[src/hdl/hxi_pkg.sv]
// ----------------------------------------------------------------------------
// Hex text parser package
// Widths, character codes, status codes, parser phases and the result record
// shared by the hex text parser modules and interfaces.
// ----------------------------------------------------------------------------
package hxi_pkg;

   localparam int CHAR_W   = 8;
   localparam int VALUE_W  = 64;
   localparam int STATUS_W = 2;
   localparam int POS_W    = 16;
   localparam int COUNT_W  = 5;
   localparam int DIGIT_W  = 4;

   // Significant digit count saturates one past the number of digits that fit.
   localparam logic [COUNT_W-1:0] DIGITS_FIT = COUNT_W'(VALUE_W / DIGIT_W);
   localparam logic [COUNT_W-1:0] COUNT_SAT  = COUNT_W'(VALUE_W / DIGIT_W + 1);

   localparam logic [CHAR_W-1:0] CH_SPACE = 8'h20;
   localparam logic [CHAR_W-1:0] CH_ZERO  = 8'h30;
   localparam logic [CHAR_W-1:0] CH_NINE  = 8'h39;
   localparam logic [CHAR_W-1:0] CH_LO_A  = 8'h61;
   localparam logic [CHAR_W-1:0] CH_LO_F  = 8'h66;
   localparam logic [CHAR_W-1:0] CH_UP_A  = 8'h41;
   localparam logic [CHAR_W-1:0] CH_UP_F  = 8'h46;
   localparam logic [CHAR_W-1:0] CH_LO_X  = 8'h78;

   // Letters a-f and A-F carry their value as the low nibble plus this offset.
   localparam logic [DIGIT_W-1:0] LETTER_OFS = 4'd9;

   localparam logic [STATUS_W-1:0] ST_OK        = 2'd0;
   localparam logic [STATUS_W-1:0] ST_NO_DIGITS = 2'd1;
   localparam logic [STATUS_W-1:0] ST_MIXED     = 2'd2;

   typedef enum logic [4:0] {
      PH_DONE   = 5'b00001,
      PH_SPACES = 5'b00010,
      PH_ZERO   = 5'b00100,
      PH_PREFIX = 5'b01000,
      PH_DIGITS = 5'b10000
   } phase_type;

   typedef struct packed {
      logic [VALUE_W-1:0]  parsed_value;
      logic [STATUS_W-1:0] status;
      logic                overflow;
      logic [POS_W-1:0]    stop_position;
   } result_type;

endpackage

[src/hdl/hxi_req_if.sv]
// ----------------------------------------------------------------------------
// Hex text parser character channel
// Valid/ready channel that carries one character byte and a start marker.
// ----------------------------------------------------------------------------
interface hxi_req_if import hxi_pkg::*; ();

   logic              valid;
   logic              ready;
   logic [CHAR_W-1:0] char_code;
   logic              first_char;

   modport source (output valid, output char_code, output first_char, input ready);
   modport sink   (input valid, input char_code, input first_char, output ready);

endinterface

[src/hdl/hxi_rsp_if.sv]
// ----------------------------------------------------------------------------
// Hex text parser result channel
// Valid/ready channel that carries one parsed number with status and position.
// ----------------------------------------------------------------------------
interface hxi_rsp_if import hxi_pkg::*; ();

   logic                valid;
   logic                ready;
   logic [VALUE_W-1:0]  parsed_value;
   logic [STATUS_W-1:0] status;
   logic                overflow;
   logic [POS_W-1:0]    stop_position;

   modport source (output valid, output parsed_value, output status, output overflow,
                   output stop_position, input ready);
   modport sink   (input valid, input parsed_value, input status, input overflow,
                   input stop_position, output ready);

endinterface

[src/hdl/hxi_parse.sv]
// ----------------------------------------------------------------------------
// Hex text parser core
// Holds the parse state and steps it by one character per processed item,
// raising a result when the number ends.
// ----------------------------------------------------------------------------
module hxi_parse import hxi_pkg::*; (
   input  logic              clock,
   input  logic              reset,
   input  logic              step,
   input  logic [CHAR_W-1:0] char_code,
   input  logic              first_char,
   output logic              res_valid,
   output result_type        res
);

   phase_type          phase_ff, phase_in;
   logic [VALUE_W-1:0] acc_ff, acc_in;
   logic               seen_lower_ff, seen_lower_in;
   logic               seen_upper_ff, seen_upper_in;
   logic [COUNT_W-1:0] digit_count_ff, digit_count_in;
   logic [POS_W-1:0]   char_pos_ff, char_pos_in;

   phase_type          cur_phase;
   phase_type          work_phase;
   logic [VALUE_W-1:0] cur_acc;
   logic               cur_lower;
   logic               cur_upper;
   logic [COUNT_W-1:0] cur_count;
   logic [POS_W-1:0]   cur_pos;
   logic               classify_now;
   logic               is_dec;
   logic               is_lower;
   logic               is_upper;
   logic [DIGIT_W-1:0] digit_val;

   assign is_dec   = (char_code >= CH_ZERO) && (char_code <= CH_NINE);
   assign is_lower = (char_code >= CH_LO_A) && (char_code <= CH_LO_F);
   assign is_upper = (char_code >= CH_UP_A) && (char_code <= CH_UP_F);
   assign digit_val = is_dec ? char_code[DIGIT_W-1:0]
                             : char_code[DIGIT_W-1:0] + LETTER_OFS;

   always_comb begin
      // A start marker restarts the parse and the same character is offset 0.
      if (first_char) begin
         cur_phase = PH_SPACES;
         cur_acc   = '0;
         cur_lower = 1'b0;
         cur_upper = 1'b0;
         cur_count = '0;
         cur_pos   = '0;
      end else begin
         cur_phase = phase_ff;
         cur_acc   = acc_ff;
         cur_lower = seen_lower_ff;
         cur_upper = seen_upper_ff;
         cur_count = digit_count_ff;
         cur_pos   = char_pos_ff;
      end

      phase_in       = phase_ff;
      acc_in         = acc_ff;
      seen_lower_in  = seen_lower_ff;
      seen_upper_in  = seen_upper_ff;
      digit_count_in = digit_count_ff;
      char_pos_in    = char_pos_ff;
      res_valid      = 1'b0;
      res            = '{parsed_value: cur_acc, status: ST_OK,
                         overflow: (cur_count > DIGITS_FIT), stop_position: cur_pos};
      work_phase     = cur_phase;
      classify_now   = 1'b0;

      if (step && (cur_phase != PH_DONE)) begin
         phase_in       = cur_phase;
         acc_in         = cur_acc;
         seen_lower_in  = cur_lower;
         seen_upper_in  = cur_upper;
         digit_count_in = cur_count;
         char_pos_in    = (cur_pos != '1) ? cur_pos + 1'b1 : cur_pos;
         classify_now   = 1'b1;

         unique case (cur_phase)
            PH_SPACES: begin
               if (char_code == CH_SPACE) begin
                  classify_now = 1'b0;
               end else if (char_code == CH_ZERO) begin
                  phase_in     = PH_ZERO;
                  classify_now = 1'b0;
               end else begin
                  work_phase = PH_PREFIX;
               end
            end
            PH_ZERO: begin
               if (char_code == CH_LO_X) begin
                  phase_in     = PH_PREFIX;
                  classify_now = 1'b0;
               end else begin
                  work_phase = PH_DIGITS;
               end
            end
            default: work_phase = cur_phase;
         endcase

         if (classify_now) begin
            if (!is_dec && !is_lower && !is_upper) begin
               res_valid = 1'b1;
               phase_in  = PH_DONE;
               if (work_phase == PH_PREFIX) begin
                  res = '{parsed_value: '1, status: ST_NO_DIGITS,
                          overflow: 1'b0, stop_position: '0};
               end
            end else if ((is_lower && cur_upper) || (is_upper && cur_lower)) begin
               res_valid = 1'b1;
               phase_in  = PH_DONE;
               res       = '{parsed_value: '1, status: ST_MIXED,
                             overflow: 1'b0, stop_position: '0};
            end else begin
               seen_lower_in = cur_lower | is_lower;
               seen_upper_in = cur_upper | is_upper;
               acc_in        = {cur_acc[VALUE_W-DIGIT_W-1:0], digit_val};
               // Leading zeros are not significant digits.
               if (((cur_count != '0) || (digit_val != '0)) && (cur_count < COUNT_SAT)) begin
                  digit_count_in = cur_count + 1'b1;
               end
               phase_in = PH_DIGITS;
            end
         end
      end
   end

   always_ff @(posedge clock) begin
      if (reset) begin
         phase_ff       <= PH_DONE;
         acc_ff         <= '0;
         seen_lower_ff  <= 1'b0;
         seen_upper_ff  <= 1'b0;
         digit_count_ff <= '0;
         char_pos_ff    <= '0;
      end else begin
         phase_ff       <= phase_in;
         acc_ff         <= acc_in;
         seen_lower_ff  <= seen_lower_in;
         seen_upper_ff  <= seen_upper_in;
         digit_count_ff <= digit_count_in;
         char_pos_ff    <= char_pos_in;
      end
   end

   a_count_sat: assert property (@(posedge clock) disable iff (reset)
      digit_count_ff <= COUNT_SAT)
      else $error("significant digit count ran past its saturation value");

   a_done_on_result: assert property (@(posedge clock) disable iff (reset)
      res_valid |=> (phase_ff == PH_DONE) || $past(first_char) || first_char
                    || (phase_ff == PH_SPACES))
      else $error("parser did not stop after a result");

endmodule

[src/hdl/hex_text_to_integer_unit.sv]
// ----------------------------------------------------------------------------
// Hex text to integer unit
// Streams characters in and emits one parsed hexadecimal number per string.
// ----------------------------------------------------------------------------
//   Channel  Direction  Payload                                        Transfer
//   req_if   in         char_code[7:0], first_char                     valid & ready
//   rsp_if   out        parsed_value[63:0], status[1:0], overflow,     valid & ready
//                       stop_position[15:0]
//
// One character per cycle is sustained while no result is stalled; a character is
// held in the input register and its result, if any, is captured in the output
// register when the parse steps. The one-character step of the parse state is the
// single path between them. A waiting result stalls the input register and the
// parse state, though an empty input register still fills; the input side keeps
// taking characters while the output is free or being transferred.
// Reset is synchronous and leaves the parser waiting for a start marker.
// ----------------------------------------------------------------------------
module hex_text_to_integer_unit import hxi_pkg::*; (
   input logic       clock,
   input logic       reset,
   hxi_req_if.sink   req_if,
   hxi_rsp_if.source rsp_if
);

   logic              in_valid_ff, in_valid_in;
   logic [CHAR_W-1:0] in_char_ff;
   logic              in_first_ff;
   logic              out_valid_ff, out_valid_in;
   result_type        out_data_ff;

   logic       advance;
   logic       item_step;
   logic       req_xfer;
   logic       parse_valid;
   result_type parse_res;

   assign advance   = !out_valid_ff || rsp_if.ready;
   assign item_step = in_valid_ff && advance;
   assign req_if.ready = !in_valid_ff || advance;
   assign req_xfer  = req_if.valid && req_if.ready;

   assign in_valid_in  = req_xfer ? 1'b1 : (item_step ? 1'b0 : in_valid_ff);
   assign out_valid_in = advance ? parse_valid : out_valid_ff;

   hxi_parse u_parse (
      .clock      (clock),
      .reset      (reset),
      .step       (item_step),
      .char_code  (in_char_ff),
      .first_char (in_first_ff),
      .res_valid  (parse_valid),
      .res        (parse_res)
   );

   always_ff @(posedge clock) begin
      if (reset) begin
         in_valid_ff  <= 1'b0;
         out_valid_ff <= 1'b0;
      end else begin
         in_valid_ff  <= in_valid_in;
         out_valid_ff <= out_valid_in;
      end
   end

   always_ff @(posedge clock) begin
      if (req_xfer) begin
         in_char_ff  <= req_if.char_code;
         in_first_ff <= req_if.first_char;
      end
      if (advance && parse_valid) begin
         out_data_ff <= parse_res;
      end
   end

   assign rsp_if.valid         = out_valid_ff;
   assign rsp_if.parsed_value  = out_data_ff.parsed_value;
   assign rsp_if.status        = out_data_ff.status;
   assign rsp_if.overflow      = out_data_ff.overflow;
   assign rsp_if.stop_position = out_data_ff.stop_position;

   a_result_from_item: assert property (@(posedge clock) disable iff (reset)
      $rose(out_valid_ff) |-> $past(item_step))
      else $error("result appeared without a processed character");

   a_no_step_on_stall: assert property (@(posedge clock) disable iff (reset)
      (out_valid_ff && !rsp_if.ready) |-> !item_step)
      else $error("character processed while a result was stalled");

   a_error_fields: assert property (@(posedge clock) disable iff (reset)
      (out_valid_ff && (out_data_ff.status != ST_OK)) |->
         ((out_data_ff.parsed_value == '1) && !out_data_ff.overflow
          && (out_data_ff.stop_position == '0)))
      else $error("error result carries a value or position");

   a_status_code: assert property (@(posedge clock) disable iff (reset)
      out_valid_ff |-> ((out_data_ff.status == ST_OK) || (out_data_ff.status == ST_NO_DIGITS)
                        || (out_data_ff.status == ST_MIXED)))
      else $error("result status is not a defined code");

endmodule
[src/flat_wrapper.sv]
// flat-port wrapper written by rule: the top's interface ports become plain ports
module hex_text_to_integer_unit_flat import hxi_pkg::*;
  (clock, reset, req_if_valid, req_if_char_code, req_if_first_char, req_if_ready, rsp_if_valid, rsp_if_parsed_value, rsp_if_status, rsp_if_overflow, rsp_if_stop_position, rsp_if_ready);
  hxi_req_if req_if_i ();
  hxi_rsp_if rsp_if_i ();
  input logic clock;
  input logic reset;
  input wire logic [$bits(req_if_i.valid)-1:0] req_if_valid;
  input wire logic [$bits(req_if_i.char_code)-1:0] req_if_char_code;
  input wire logic [$bits(req_if_i.first_char)-1:0] req_if_first_char;
  output wire logic [$bits(req_if_i.ready)-1:0] req_if_ready;
  output wire logic [$bits(rsp_if_i.valid)-1:0] rsp_if_valid;
  output wire logic [$bits(rsp_if_i.parsed_value)-1:0] rsp_if_parsed_value;
  output wire logic [$bits(rsp_if_i.status)-1:0] rsp_if_status;
  output wire logic [$bits(rsp_if_i.overflow)-1:0] rsp_if_overflow;
  output wire logic [$bits(rsp_if_i.stop_position)-1:0] rsp_if_stop_position;
  input wire logic [$bits(rsp_if_i.ready)-1:0] rsp_if_ready;
  assign req_if_i.valid = req_if_valid;
  assign req_if_i.char_code = req_if_char_code;
  assign req_if_i.first_char = req_if_first_char;
  assign req_if_ready = req_if_i.ready;
  assign rsp_if_valid = rsp_if_i.valid;
  assign rsp_if_parsed_value = rsp_if_i.parsed_value;
  assign rsp_if_status = rsp_if_i.status;
  assign rsp_if_overflow = rsp_if_i.overflow;
  assign rsp_if_stop_position = rsp_if_i.stop_position;
  assign rsp_if_i.ready = rsp_if_ready;
  hex_text_to_integer_unit u_core (.clock(clock), .reset(reset), .req_if(req_if_i), .rsp_if(rsp_if_i));
endmodule
[config.mk]
export PLATFORM = sky130hd
export DESIGN_NAME = hex_text_to_integer_unit_flat
export DESIGN_NICKNAME = d
export VERILOG_FILES = /design/src/hdl/hxi_pkg.sv /design/src/hdl/hxi_req_if.sv /design/src/hdl/hxi_rsp_if.sv /design/src/hdl/hxi_parse.sv /design/src/hdl/hex_text_to_integer_unit.sv /design/src/flat_wrapper.sv
export SDC_FILE = /design/constraint.sdc
export NUM_CORES = 1
export LEC_CHECK = 0
export ABC_AREA = 1
export BUFFER_PORTS_ARGS = -buffer_cell sky130_fd_sc_hd__buf_2
export CAP_MARGIN = 20
export CORE_UTILIZATION = 51
export DETAILED_ROUTE_END_ITERATION = 12
export PLACE_DENSITY = 0.82
export SLEW_MARGIN = 10
export SYNTH_ARGS = -nofsm -noshare
export SYNTH_HDL_FRONTEND = slang
export SYNTH_SLANG_ARGS = --single-unit
[constraint.sdc]
create_clock -name clock -period 5.2 [get_ports clock]
set_input_delay 0.52 -clock clock [delete_from_list [all_inputs] [get_ports clock]]
set_output_delay 0.52 -clock clock [all_outputs]
set_load 0.01 [all_outputs]
==> results.toml <==
[power_and_ir_drop]
p_leak_nw = 4.733
power_density_nw_per_um2 = 308.4
irDropWorstVdd_uv = 244.1

[floorplanning]
die_h_um = 132.7
ios = 98
die_area_um2 = 17620
fp-row-count = 47
die_x_um = 132.7
start_util_pct = 52.39
core_area_um2 = 16640

[cts]
post_cts_buffers = 0
cts.sinks = 186
cts_tree = "done"
path_clk_slew_ns = 0.07
cts.path.max_buffers = 2
post_cts_resized = 0
clockRootBuffer = "clkbuf_16"
postCtsHoldBufs = 0
htree_levels = 4
worstSkewPairLatency_ns = 0.44
numCtsBuffers = 17

[worst_setup_path]
end_kind = "flip-flop"
cp_num_buf_inv = 1
crit_end = "u_core.u_parse.acc_ff[16]"
ff2ff_setup_slack_ns = 1.66
cp-startpoint = "u_core.in_first_ff"
critical-path-top-delay-family = "simple AND/OR/NAND/NOR gates"
worstReg2RegStart = "u_core.in_first_ff"
path_max_fanout = 55
crit_required_ns = 5.55
r2r.worst_path.cells = 10
path_cells = "inv_2, nand2_1, nand3_1, nor2_1, nand3_1, nand3_2, nand3_4, nor2_4, nand2_1, a31oi_1"
timing.rr.end = "u_core.u_parse.acc_ff[16]"
cp-start-kind = "flip-flop"
criticalPathCategory = "reg -> reg"
cp_slowest_cell = "nor2_4"
worstPathArrival_ns = 3.89
path_depth = 10
cpPeakStageDelay_ns = 0.95

[placement]
place_inst = 1381
dpl.hpwl_mm = 11.79
dpl-instance-area_um2 = 9268
routabilityCongestion = 0.8878
io_buffers = 97

[yosys]
synth-async-reset-ratio_pct = 0
ys_warn_count = 0
synth_cell_types = 38
synth_cells = 1110
synth_seq_cells = 186
synth_edf_count = 92
synth-main-ff-cell = "dfxtp_1"
synth_nets = 1130
synth_top_cell_area_share_pct = 31.69
synthTopCellsByArea = "edfxtp_1, dfxtp_1, nand2_1, inv_1, nor2_1"
avgSynthCellArea_um2 = 7.854
yosysTopAreaCell = "edfxtp_1"
syn_area_um2 = 8718
seq_area_frac_synth_pct = 53.27

[finish]
utilization_pct = 59.15
fillers = 1463
antenna_cells = 0
final_cell_mix = "nand2_1, inv_1, nor2_1"
area_growth_pct = 12.92
instances_no_fill = 1413
mostFrequentLayoutCell = "nand2_1"
fin_nets = 1200
fin_area_um2 = 9844
drive_gt1_share_pct = 12.82

[timing]
fmax_ghz = 0.2824
drv_slew = 0
hold_viol = 0
final.period_utilization_pct = 68.10
skew_ns = 0.01157
worstMarginPinSlew_ns = 0.9394
finalCriticalPeriod_ns = 3.541
rsz0062_at_grt = "false"
setup_tns_ns = 0
max_slew_margin_pct = 37.23
final-setup-viol-count = 0

[grt]
grt_use_total_pct = 22.39
grt_max_degree = 84
grt_pass1_vias = 6673
antenna_found_initial = 0
overflow = 0
grt_pass1_wl_mm = 31.80

[job]
cap_viol_max_count = 0

[detailed_routing]
via_per_inst = 5.185
dr.pass1.iters = 6
wl_per_cell_um = 13.55
drc = 0
dr.first_iter.drc_count = 777
ant_nets = 0
wl_mm = 19.14
vias = 7326

[run_status]
outcome = "finished, final reports clean"

[worst_hold_path]
min_path_type = "in -> reg"
flip-flops by register name, summed over array words and instances, names as in the netlist:
| name | flops |
|---|---|
| u_core.in_first_ff | 1 |
| u_core.in_char_ff | 8 |
| u_core.u_parse.char_pos_ff | 16 |
| u_core.u_parse.phase_ff | 5 |
| u_core.u_parse.seen_upper_ff | 1 |
| u_core.rsp_if.overflow | 1 |
| u_core.rsp_if.valid | 1 |
| u_core.u_parse.acc_ff | 64 |
| u_core.in_valid_ff | 1 |
| u_core.rsp_if.parsed_value | 64 |
| u_core.u_parse.seen_lower_ff | 1 |
| u_core.rsp_if.stop_position | 16 |
| u_core.rsp_if.status | 2 |
| u_core.u_parse.digit_count_ff | 5 |
worst register-to-register path, delay by kind of cell, from the launching register on:
family / cells / cell delay, ns
AO/OA/AOI/OAI: 1 / 0.20
flip-flops: 1 / 0.76
AND/OR/NAND/NOR: 8 / 2.32
buffers and inverters: 1 / 0.18
metrics by stage:
step	hold WS (ns)	total power, mW	setup WS [ns]
2_1_floorplan	0.4408	1.739	1.558
3_3_place_gp	0.4502	1.794	1.775
3_5_place_dp	0.4582	1.795	1.772
4_1_cts	0.2480	3.055	1.732
5_1_grt	0.2503	3.129	1.321
6_report	0.2579	3.036	1.659
cells by family (layout without fill, tap and decap cells):
kind of cell | count (synthesis) | after routing | share of synthesized area, %
AO/OA/AOI/OAI | 114 | 114 | 6.946
adder cells (fa/ha/maj) | 7 | 7 | 1.005
flip-flops | 186 | 186 | 53.27
AND/OR/NAND/NOR | 603 | 603 | 28.50
buffers and inverters | 187 | 270 | 8.970
XOR/XNOR | 13 | 13 | 1.306
layout make-up:
cell class                      instances  area (um2)  share of cell area (%)
Multi-Input combinational cell        737        3299                   33.52
Timing Repair Buffer                  105       545.5                   5.541
Tap cell                              220       275.3                   2.796
Clock inverter                         12       140.1                   1.423
Clock buffer                           20       436.7                   4.436
Sequential cell                       186        4644                   47.18
Inverter                              133       503.0                   5.109
layer usage:
metal	wire (um)	part of all wire [%]	track usage (%)	vias up
met5	0	0	0	-
met4	299	1.6	7.599	0
met3	1188	6.2	3.831	32
met2	8799	46	35.61	290
met1	8852	46	30.98	3331
li1	-	-	-	3673
power by group:
group	internal, mW	switching [mW]
Combinational	0.0470	0.131
Clock	0.713	0.559
Sequential	1.57	0.0170
Total	2.33	0.707
synth_stat cells (2+ instances only):
master,n
xnor2_1,2
o21ai_0,56
nand2_1,367
buf_2,17
a31oi_1,18
nand4_1,7
nand3_1,64
nand3_2,2
buf_6,6
clkbuf_1,24
nor2_1,125
inv_2,5
buf_4,3
inv_1,127
ha_1,7
nor3_1,23
nor4_1,2
edfxtp_1,92
xor2_1,11
dfxtp_1,94
o211ai_1,2
a21oi_1,34
buf_1,4
nor2_2,4
worst min path at each step:
stage | start | endpoint | slack [ns] | depth (start not counted)
CTS | req_if_char_code[2] | u_core.in_char_ff[2] | 0.25 | 1
floorplan | u_core.u_parse.seen_upper_ff | u_core.u_parse.seen_upper_ff | 0.44 | 2
global placement | u_core.u_parse.seen_upper_ff | u_core.u_parse.seen_upper_ff | 0.45 | 2
detailed placement | u_core.u_parse.char_pos_ff[10] | u_core.u_parse.char_pos_ff[10] | 0.46 | 2
finish | req_if_char_code[2] | u_core.in_char_ff[2] | 0.26 | 1
global route | req_if_char_code[1] | u_core.in_char_ff[1] | 0.25 | 1
(Power assumes the default switching activity.)
